[config.mk]
export PLATFORM = sky130hd
export DESIGN_NAME = llsg_ctrl
export DESIGN_NICKNAME = d
export VERILOG_FILES = /design/src/hdl/llsg_pkg.sv /design/src/hdl/llsg_ctrl.sv
export SDC_FILE = /design/constraint.sdc
export NUM_CORES = 1
export LEC_CHECK = 0
export ABC_AREA = 1
export BUFFER_PORTS_ARGS = -buffer_cell sky130_fd_sc_hd__buf_2
export CORE_AREA = 2 2 39 41
export DETAILED_ROUTE_END_ITERATION = 6
export DIE_AREA = 0 0 41 43
export MAX_ROUTING_LAYER = met4
export PLACE_DENSITY = 0.71
export RECOVER_POWER = 100
export SLEW_MARGIN = 30
export SYNTH_ARGS = -nofsm -noshare
export SYNTH_HDL_FRONTEND = slang
export SYNTH_SLANG_ARGS = --single-unit
[constraint.sdc]
create_clock -name clk -period 2.4 [get_ports clk]
set_input_delay 0.36 -clock clk [delete_from_list [all_inputs] [get_ports clk]]
set_output_delay 0.36 -clock clk [all_outputs]
set_load 0.02 [all_outputs]
[src/hdl/llsg_pkg.sv]
`timescale 1ns / 1ps
// ---------------------------------------------------------------------------
// llsg_pkg
// Types, constants and helpers shared by the loss and gradient block.
// ---------------------------------------------------------------------------
package llsg_pkg;

	localparam int MAX_DIMS = 256;
	localparam int IW = $clog2(MAX_DIMS);
	localparam int CW = IW + 1;

	localparam logic [1:0] REQ_LOAD = 2'd0;
	localparam logic [1:0] REQ_ELEM = 2'd1;
	localparam logic [1:0] REQ_READ = 2'd2;
	localparam logic [1:0] REQ_CLR  = 2'd3;

	localparam logic REG_LAMBDA = 1'b0;
	localparam logic REG_DIMS   = 1'b1;

	localparam logic signed [63:0] S64MAX = 64'sh7FFF_FFFF_FFFF_FFFF;
	localparam logic signed [63:0] S64MIN = 64'sh8000_0000_0000_0000;
	localparam logic [47:0] L1MAX = 48'hFFFF_FFFF_FFFF;

	typedef struct packed {
		logic [1:0]         req_type;
		logic [7:0]         elem_index;
		logic signed [31:0] elem_value;
		logic signed [31:0] label;
		logic               sample_last;
	} in_beat_t;

	typedef struct packed {
		logic signed [63:0] grad_value;
		logic [62:0]        loss_value;
		logic [7:0]         out_index;
	} out_beat_t;

	// controller to datapath
	typedef struct packed {
		logic load;     // capture input beat
		logic wr_w;     // write weight, add l1
		logic mac_rd;   // read weight for mac
		logic mac;      // accumulate product
		logic res;      // form residual
		logic sq0;      // square step 0
		logic sq1;      // square step 1
		logic sq2;      // square step 2
		logic gr_rd;    // read buffered element
		logic gr_m0;    // gradient multiply 0
		logic gr_m1;    // gradient multiply 1
		logic gr_wr;    // gradient writeback
		logic rd_rd;    // read operands for result
		logic rd_m0;    // penalty multiply
		logic rd_fin;   // form result
		logic clr;      // start clear sweep
		logic clr_step; // clear one entry
	} llsg_cmd_t;

	typedef struct packed {
		logic [1:0] req_type;
		logic       inrange;
		logic       buf_room;
		logic       last;
		logic       walk_done;
		logic       clr_done;
	} llsg_sts_t;

	function automatic logic signed [63:0] sadd(input logic signed [63:0] a,
			input logic signed [63:0] b);
		logic signed [64:0] s;
		s = {a[63], a} + {b[63], b};
		if (s[64] != s[63]) sadd = s[64] ? S64MIN : S64MAX;
		else sadd = s[63:0];
	endfunction

	function automatic logic signed [63:0] ssub(input logic signed [63:0] a,
			input logic signed [63:0] b);
		logic signed [64:0] s;
		s = {a[63], a} - {b[63], b};
		if (s[64] != s[63]) ssub = s[64] ? S64MIN : S64MAX;
		else ssub = s[63:0];
	endfunction

	function automatic logic [63:0] mag64(input logic signed [63:0] a);
		mag64 = a[63] ? (64'd0 - a) : a;
	endfunction

endpackage

[src/hdl/llsg_ctrl.sv]
`timescale 1ns / 1ps
// ---------------------------------------------------------------------------
// llsg_ctrl
// Sequencer for load, sample, read and clear requests.
// ---------------------------------------------------------------------------
module llsg_ctrl (
	input  logic                clk,
	input  logic                arst_n,
	input  logic                in_valid,
	output logic                in_stall,
	output logic                out_valid,
	input  logic                out_stall,
	input  llsg_pkg::llsg_sts_t sts,
	output llsg_pkg::llsg_cmd_t cmd
);
	import llsg_pkg::*;

	localparam logic [3:0] ST_IDLE = 4'd0, ST_DEC = 4'd1, ST_MAC = 4'd2,
		ST_RES = 4'd3, ST_SQ0 = 4'd4, ST_SQ1 = 4'd5, ST_SQ2 = 4'd6,
		ST_GRD = 4'd7, ST_GM0 = 4'd8, ST_GM1 = 4'd9, ST_GWR = 4'd10,
		ST_RM0 = 4'd11, ST_RFIN = 4'd12, ST_CLR = 4'd13, ST_RRD = 4'd14;

	logic [3:0] state_q, nxt;
	logic       ov_q;

	assign out_valid = ov_q;
	assign in_stall  = !(state_q == ST_IDLE);

	always_comb begin
		cmd = '0;
		nxt = state_q;
		unique case (state_q)
			ST_IDLE: begin
				if (in_valid) begin cmd.load = 1'b1; nxt = ST_DEC; end
			end
			ST_DEC: begin
				unique case (sts.req_type)
					REQ_LOAD: begin cmd.wr_w = sts.inrange; nxt = ST_IDLE; end
					REQ_ELEM: begin
						if (sts.inrange && sts.buf_room) begin
							cmd.mac_rd = 1'b1; nxt = ST_MAC;
						end else nxt = sts.last ? ST_RES : ST_IDLE;
					end
					REQ_READ: if (!ov_q) begin cmd.rd_rd = 1'b1; nxt = ST_RRD; end
					REQ_CLR: begin cmd.clr = 1'b1; nxt = ST_CLR; end
					default: nxt = ST_IDLE;
				endcase
			end
			ST_MAC: begin cmd.mac = 1'b1; nxt = sts.last ? ST_RES : ST_IDLE; end
			ST_RES: begin cmd.res = 1'b1; nxt = ST_SQ0; end
			ST_SQ0: begin cmd.sq0 = 1'b1; nxt = ST_SQ1; end
			ST_SQ1: begin cmd.sq1 = 1'b1; nxt = ST_SQ2; end
			ST_SQ2: begin cmd.sq2 = 1'b1; nxt = ST_GRD; end
			ST_GRD: begin
				if (sts.walk_done) begin cmd.gr_wr = 1'b0; nxt = ST_IDLE; end
				else begin cmd.gr_rd = 1'b1; nxt = ST_GM0; end
			end
			ST_GM0: begin cmd.gr_m0 = 1'b1; nxt = ST_GM1; end
			ST_GM1: begin cmd.gr_m1 = 1'b1; cmd.gr_wr = 1'b1; nxt = ST_GRD; end
			ST_RRD: begin cmd.rd_m0 = 1'b1; nxt = ST_RFIN; end
			ST_RFIN: begin cmd.rd_fin = 1'b1; nxt = ST_IDLE; end
			ST_CLR: begin
				cmd.clr_step = 1'b1;
				if (sts.clr_done) nxt = ST_IDLE;
			end
			default: nxt = ST_IDLE;
		endcase
	end

	// reset starts with the gradient memory sweep
	always_ff @(posedge clk or negedge arst_n) begin
		if (!arst_n) begin
			state_q <= ST_CLR;
			ov_q    <= 1'b0;
		end else begin
			state_q <= nxt;
			if (cmd.rd_fin) ov_q <= 1'b1;
			else if (!out_stall) ov_q <= 1'b0;
		end
	end

	ap_fin_free: assert property (@(posedge clk) disable iff (!arst_n)
		cmd.rd_fin |-> !ov_q || !out_stall) else $error("result overwritten");
	ap_clr_len: assert property (@(posedge clk) disable iff (!arst_n)
		cmd.clr |=> state_q == ST_CLR) else $error("clear sweep skipped");
	ap_one_acc: assert property (@(posedge clk) disable iff (!arst_n)
		cmd.load |=> state_q == ST_DEC) else $error("beat not decoded");
endmodule

==> reports/summary.txt, run 1 <==
outcome: finished clean
CP Cell Sequence: nand2_2 -> nor2_4 -> inv_1 -> nor4_1 -> clkbuf_1
most frequent cells in the layout: nand2_1, inv_1, nor2_1
yosys warns: 0
post-CTS sizing: 0
Yosys reg bits: 5
Rel. slew slack: 81.28%
peak supply drop: 0.6066 mV
PortBufs: 29
Setup crit start: state_q[0]
diode count: 0
Crit. End Element: output port
Cell Rows: 14
RSZ-0062 raised after global routing: false
Tcrit/Tclk final: 86.57%
Least-Margin Pin Slew: 0.2782 ns
post-route ant nets: 0
vias: 653
Core Area: 1384 µm²
die area: 1763 µm²
CP max-delay cell: dfstp_1
First-pass DRT Iterations: 5
layout cells sized above 1: 13.85%
fin crit period: 2.078 ns
Final setup viols: 0
Inserted Clock Buffers: 3
H-tree depth: 1
Total GRT Usage: 16.48%
area growth from synthesis to layout: 32.36%
Ports: 30
RR Startpoint: state_q[0]
Initial DRC Count: 13
clk_skew: 0.0004556 ns
Via density: 4.473
Cell Pwr Density: 1139 nW/µm²
gp weighted congestion: 0.8233
final hold vios: 0
R2R depth: 6
worst slack, placed: 0.7175 ns
Worst-path clk slew: 0.04 ns
reg-to-reg slack, setup: 0.99 ns
Fmax: 481.3 MHz
Pins Over Slew Limit: 0
startpoint types: flop
drt wl/cell: 8.630 µm
CTS tree: built
CP max stage delay: 0.62 ns
Syn Inst Count: 97
grt ovf: 0
clock latency on the worst-skew pair: 0.24 ns
fin worst setup slack: 0.3224 ns
Sum Neg Setup Slack: 0 ns
Worst Hold Class: primary input to flop
Worst R2R End: state_q[2]
data required time of the worst path: 2.04 ns
termination of the worst setup path: cmd[14]
Starting Density: 37.16%
sequential fraction of the synthesis area: 25.06%
first-pass GRT wire length: 1959 µm
antenna violations before repair: 0
routed wire length: 1260 µm
most common cell after layout, fill and taps aside: nand2_1
Total Nets Final: 142
largest net degree at the start of global routing: 8
vias in the first global route: 523
Pleak: 0.4221 nW
HPWL Detailed: 1053 µm
die width: 41 µm
CTS Sinks: 5
crit path max fanout: 7
Avg Cell Area, Syn: 5.301 µm²
residual DRC count: 0
Die Height: 43 µm
Crit Path Class: flop to output port
post-synth cell types: 15
syn_nets: 108
CTS max path bufs: 2
Syn Std Cell Area: 514.2 µm²
clk root buf: clkbuf_4
CP arrival: 1.72 ns
Max-Cap Viols: 0
Final Power: 775.0 µW
==> worst min path at each step <==
stage / from / end / depth (start not counted)
floorplan: arst_n / out_valid / 0
global placement: arst_n / out_valid / 1
detailed placement: arst_n / out_valid / 1
CTS: out_stall / out_valid / 3
global route: out_stall / out_valid / 3
finish: out_stall / out_valid / 3
==> power breakdown <==
part | switching (mW) | leakage, nW | internal (mW) | total [mW]
combinational | 0.354 | 0.350 | 0.147 | 0.501
clock | 0.0342 | 0.0150 | 0.0628 | 0.0970
sequential | 0.0406 | 0.0575 | 0.136 | 0.177
==> cell usage after synthesis <==
master   count  area, µm²
a21oi_1      1      5.000
buf_4        1      7.510
dfrtp_1      2      50.05
dfstp_2      3      78.83
inv_1       23      86.33
nand2_1     33      123.9
nand2_2      1      6.260
nand3_1      5      25.02
nor2_1      18      67.56
nor2_2       2      12.51
nor2_4       1      11.26
nor3_1       2      10.01
nor4_1       1      6.260
o21ai_0      3      15.01
o21ai_2      1      8.760
==> state kept, by name, summed over array words and instances, names as in the netlist <==
name       count
out_valid      1
state_q        4
==> layer usage <==
layer / vias up / track usage, % / routed length (µm)
met2: 22 / 26.56 / 585
met4: 0 / 8.000 / 19
li1: 348 / - / -
met3: 2 / 3.141 / 85
met5: - / - / 0
met1: 281 / 18.42 / 570
==> worst max-delay path: cells and delay by family (launching register included) <==
family,cells,cell delay (ns)
buf+inv,2,0.36
flops,1,0.62
simple gates,3,0.49
==> cell type report <==
cell class / count / area, µm²
fill: 152 / 703.2
sequential: 5 / 128.9
multi-input combinational: 68 / 286.5
clock buffer: 4 / 26.28
timing repair buffer: 30 / 132.6
tap: 16 / 20.02
inverter: 23 / 86.33
==> logic make-up after synthesis <==
group | count (synthesis) | synth area share, %
and+or+nand+nor | 63 | 51.09
buffers and inverters | 24 | 18.25
DFF | 5 | 25.06
AOI/OAI and AO/OA | 5 | 5.595
==> per-stage QoR <==
step                      utilization, %  cell area (µm²)  std cells  hold slack [ns]
final                              49.19            680.7        146           0.3263
after CTS                          51.18            708.2        146           0.3291
after global routing               49.19            680.7        146           0.3315
after floorplan                        -            514.2         97          0.06441
after global placement             48.55            671.9        141           0.1750
after detailed placement           48.55            671.9        141           0.1763
==> what timing repair did <==
item	CTS	global route
buffers inserted	0	0
endpoints found under the hold margin	2	0
hold buffers	1	0
Note: power is estimated with default switching activity, not from simulation.
==> inputs of run 2 (changes only) <==
- SETUP_SLACK_MARGIN: not set -> 0.5
==> run 2 against run 1 <==
Net effect: critical path depth stayed put; design area is 3.5% higher; die area stayed put; via count is 3.4% higher; sequential share of layout area is 0.64 points lower; first-iteration DRC count is 15% lower; clock-buffer cell count stayed put; register-to-register slack worse by 0.03 ns; clock skew hardly changed; combinational power is 6.0% higher; critical path type unchanged; critical endpoint unchanged; largest cell class unchanged.
==> reports/summary.txt, run 2 (synthesis results as in run 1) <==
H-tree depth: 1
outcome: finished clean
Fmax: 513.2 MHz
clk_skew: 0.0005131 ns
final hold vios: 0
clock latency on the worst-skew pair: 0.24 ns
Final setup viols: 0
Tcrit/Tclk final: 81.19%
Rel. slew slack: 81.02%
die width: 41 µm
First-pass DRT Iterations: 4
diode count: 0
CTS max path bufs: 2
CP Cell Sequence: nand2_2 -> nor2_4 -> inv_1 -> nor4_2 -> clkbuf_1
clk root buf: clkbuf_4
Pins Over Slew Limit: 0
area growth from synthesis to layout: 36.98%
number of instances in the placed design: 141
PortBufs: 29
Pleak: 0.4378 nW
Post-Layout Cell Count: 147
vias in the first global route: 518
switching power: 445.2 µW
Worst-path clk slew: 0.04 ns
data required time of the worst path: 2.04 ns
Most flops, register: state_q
Max-Cap Viols: 0
max reg flops: 4
CTS tree: built
Setup crit start: state_q[0]
Ports: 30
P_int: 362.5 µW
Core Area: 1384 µm²
CP max-delay cell: dfstp_1
die area: 1763 µm²
RSZ-0062 raised after global routing: true
RR Startpoint: state_q[3]
switching share of power: 55.11%
R2R depth: 7
CP arrival: 1.59 ns
Crit. End Element: output port
Crit Path Class: flop to output port
Cell Rows: 14
startpoint types: flop
Inserted Clock Buffers: 3
termination of the worst setup path: cmd[14]
Via density: 4.592
Sum Neg Setup Slack: 0 ns
Cell Pwr Density: 1147 nW/µm²
drt wl/cell: 8.980 µm
Worst R2R End: state_q[2]
routed wire length: 1320 µm
Initial DRC Count: 11
Total GRT Usage: 16.58%
Total Nets Final: 143
post-route ant nets: 0
antenna violations before repair: 0
largest net degree at the start of global routing: 8
vias: 675
most frequent cells in the layout: nand2_1, inv_1, nor2_1
power share of the clock group: 11.8%
reg-to-reg slack, setup: 0.96 ns
sequential power share: 22.5%
residual DRC count: 0
fin crit period: 1.949 ns
layout cells sized above 1: 16.79%
first-pass GRT wire length: 1973 µm
grt ovf: 0
CP max stage delay: 0.60 ns
gp weighted congestion: 0.8233
HPWL Detailed: 1053 µm
combinational share of power: 65.7%
peak supply drop: 0.6006 mV
Worst Hold Class: primary input to flop
crit path max fanout: 6
CTS Sinks: 5
Starting Density: 37.16%
Die Height: 43 µm
most common cell after layout, fill and taps aside: nand2_1
Least-Margin Pin Slew: 0.2817 ns
==> run 2: cell count changes in the layout (fill, tap and decap cells not counted) <==
cell and change:
buf_2 +2, buf_4 +1, clkbuf_1 -2, dfstp_1 +1, dfstp_2 -1, nor2_1 -1
nor2_4 +1, nor4_1 -1, nor4_2 +1
==> run 2: area by class of cell <==
cell class / count / area, µm²
clock buffers: 4 / 26.28
fillers: 152 / 679.4
inverters: 23 / 86.33
multi-input cells: 68 / 300.3
flip-flops and latches: 5 / 128.9
well taps: 16 / 20.02
repair buffers: 31 / 142.6
==> run 2: layer usage <==
| layer | vias up | track usage [%] | share of wire [%] |
|---|---|---|---|
| met5 | - | - | 0 |
| met4 | 0 | 8.000 | 1.3 |
| met3 | 2 | 3.141 | 6.2 |
| met2 | 27 | 26.56 | 48 |
| met1 | 294 | 18.75 | 44 |
| li1 | 352 | - | - |
==> run 2: how the worst min path moves through the flow <==
stage | from | to | slack [ns] | cells past startpoint
6_report | out_stall | out_valid | 0.33 | 3
3_3_place_gp | arst_n | out_valid | 0.17 | 1
4_1_cts | out_stall | out_valid | 0.33 | 3
2_1_floorplan | arst_n | out_valid | 0.06 | 0
5_1_grt | out_stall | out_valid | 0.33 | 3
3_5_place_dp | arst_n | out_valid | 0.18 | 1
==> run 2: repair_timing <==
item / in CTS / in global routing
gates resized for setup: 1 / 4
endpoints found under the hold margin: 2 / 0
pin swaps: 1 / 0
hold buffers: 1 / 0
setup endpoints to repair: 1 / 3
buffers inserted: 0 / 1
cloned: 0 / 0
==> run 2: critical path: cells and delay by family (launching register included) <==
family	cells	cell delay, ns
and+or+nand+nor	3	0.38
buffers and inverters	2	0.36
DFF	1	0.60
==> run 2: power by group through the flow <==
| stage | Clock (mW) | Sequential [mW] | Combinational [mW] |
|---|---|---|---|
| after global routing | 0.106 | 0.190 | 0.600 |
| after floorplan | 0 | 0.180 | 0.389 |
| after detailed placement | 0 | 0.182 | 0.521 |
| after CTS | 0.0987 | 0.185 | 0.527 |
| after global placement | 0 | 0.180 | 0.516 |
| final | 0.0950 | 0.182 | 0.531 |
==> run 2: per-stage QoR <==
step	power (mW)	hold slack (ns)	area [µm²]	setup slack, ns	util [%]
finish	0.8077	0.3296	704.4	0.4514	50.90
floorplan	0.5682	0.06441	514.2	0.5584	-
global route	0.8959	0.3315	704.4	0.3112	50.90
CTS	0.8107	0.3291	710.7	0.5004	51.36
detailed placement	0.7036	0.1763	671.9	0.7175	48.55
global placement	0.6955	0.1750	671.9	0.8072	48.55
==> inputs of run 3 (changes only) <==
- CORE_AREA: 2 2 39 41 -> not set
- CORE_UTILIZATION: not set -> 37
- DIE_AREA: 0 0 41 43 -> not set
- clock period: 2.4 -> 1.6 ns (I/O delays scaled with it)
==> run 3 against run 2 <==
Net effect: the flow now finishes with violations (setup timing); core utilization is 31 points higher; critical path type unchanged; via count increased by 17%; routed wire length is 52% higher; first-iteration DRC count increased by 73%; highest routed layer unchanged; worst hold slack worse by 0.12 ns; combinational power increased to 3.0 times the previous value.
==> reports/summary.txt, run 3 (synthesis results as in run 1) <==
outcome: finished with violations
failing checks: setup timing
R2R depth: 10
most common cell after layout, fill and taps aside: nand2_1
drt wl/cell: 12.33 µm
vias: 787
Crit. End Element: output port
Ports: 30
fill count: 82
Pins Over Slew Limit: 0
most frequent cells in the layout: nand2_1, buf_4, buf_6
startpoint types: flop
routed wire length: 2010 µm
max reg flops: 4
final hold vios: 0
Tcrit/Tclk final: 103.7%
antenna violations before repair: 0
RR Startpoint: state_q[0]
data required time of the worst path: 1.36 ns
vias in the first global route: 650
first-pass GRT wire length: 2622 µm
Inserted Clock Buffers: 3
Max-Cap Viols: 0
fin crit period: 1.660 ns
residual DRC count: 0
Die Height: 39.28 µm
area growth from synthesis to layout: 107.8%
largest net degree at the start of global routing: 6
Cell Pwr Density: 1884 nW/µm²
Worst Hold Slack: 0.2144 ns
Crit Path Class: flop to output port
peak supply drop: 1.183 mV
CP max-delay cell: dfrtp_1
PortBufs: 29
Least-Margin Pin Slew: 0.2667 ns
P_int: 1.013 mW
Total GRT Usage: 26.07%
CP Cell Sequence: inv_2 -> nand2_4 -> nor2_4 -> inv_4 -> nor3_4 -> buf_6
CTS max path bufs: 2
Pleak: 0.5888 nW
fin worst setup slack: -0.05950 ns
CTS tree: built
clk_skew: 0.002516 ns
switching power: 1.001 mW
layout cells sized above 1: 60.81%
sequential power share: 14.8%
die area: 1543 µm²
RSZ-0062 raised after global routing: true
Sum Neg Setup Slack: -0.3839 ns
post-route ant nets: 0
Starting Density: 39.52%
Most flops, register: state_q
CTS Sinks: 5
gp weighted congestion: 0.8780
clk root buf: clkbuf_4
switching share of power: 49.70%
CP max stage delay: 0.41 ns
Via density: 4.828
Core Area: 1301 µm²
Worst R2R End: state_q[2]
Worst Hold Class: primary input to flop
Worst-path clk slew: 0.04 ns
First-pass DRT Iterations: 5
Total Nets Final: 160
reg-to-reg slack, setup: 0.02 ns
Hold Path Sink: out_valid
die width: 39.28 µm
diode count: 0
grt ovf: 0
combinational share of power: 77.9%
Hold Path Cell Cnt: 3
H-tree depth: 1
Cell Rows: 13
min-delay src: out_stall
Initial DRC Count: 19
crit path max fanout: 4
Fmax: 602.6 MHz
Final setup viols: 12
HPWL Detailed: 1118 µm
clock latency on the worst-skew pair: 0.24 ns
Rel. slew slack: 82.10%
CP arrival: 1.42 ns
power share of the clock group: 7.3%
[run 3: worst max-delay path by stage]
stage	startpoint	to	slack, ns	depth (start not counted)
4_1_cts	state_q[0]	cmd[5]	-0.001	6
3_3_place_gp	state_q[0]	cmd[4]	0.13	5
5_1_grt	state_q[0]	cmd[5]	-0.11	6
6_report	state_q[1]	cmd[4]	-0.06	6
3_5_place_dp	state_q[0]	cmd[4]	0.11	5
2_1_floorplan	state_q[0]	cmd[14]	0.21	4
[run 3: through the flow]
stage               area, µm²  setup WS (ns)  utilization, %  total power, mW  instances
floorplan               574.3         0.2090               -           0.9208         97
global placement        734.5         0.1326           56.44            1.147        141
detailed placement      734.5         0.1129           56.44            1.155        141
CTS                     994.7      -0.001300           76.44            1.767        157
global route             1069        -0.1105           82.12            2.133        163
finish                   1069       -0.05950           82.12            2.014        163
[run 3: metal layers]
layer | vias to the layer above | track usage [%] | routed length, µm | part of all wire (%)
li1 | 388 | - | - | -
met1 | 363 | 31.58 | 854 | 42
met2 | 34 | 40.83 | 1056 | 53
met3 | 2 | 6.250 | 92 | 4.6
met4 | 0 | 12.07 | 6 | 0.30
met5 | - | - | 0 | 0
[run 3: layout make-up]
| class | count | area (µm²) | area share (%) |
|---|---|---|---|
| Clock buffer | 4 | 26.28 | 2.459 |
| Inverter | 23 | 88.84 | 8.314 |
| Multi-Input combinational cell | 68 | 426.7 | 39.93 |
| Sequential cell | 5 | 128.9 | 12.06 |
| Tap cell | 15 | 18.77 | 1.756 |
| Timing Repair Buffer | 48 | 379.1 | 35.48 |
[run 3: worst max-delay path, delay by kind of cell, from the launching register on]
family	cells	cell delay, ns
flip-flops	1	0.41
buffers and inverters	3	0.36
AND/OR/NAND/NOR	3	0.40
[run 3: power by group through the flow]
stage               clock network [mW]  registers, mW  logic [mW]
CTS                              0.157          0.291        1.32
global route                     0.160          0.301        1.67
detailed placement                   0          0.278       0.878
finish                           0.146          0.298        1.57
global placement                     0          0.273       0.875
floorplan                            0          0.274       0.647
[run 3: what timing repair did]
| item | 4_1_cts | 5_1_grt |
|---|---|---|
| buffers inserted | 11 | 6 |
| endpoints found under the setup margin | 23 | 22 |
| pin swaps | 9 | 9 |
| hold endpoints to repair | 5 | 0 |
| hold buffers | 1 | 0 |
| gates resized for setup | 49 | 17 |
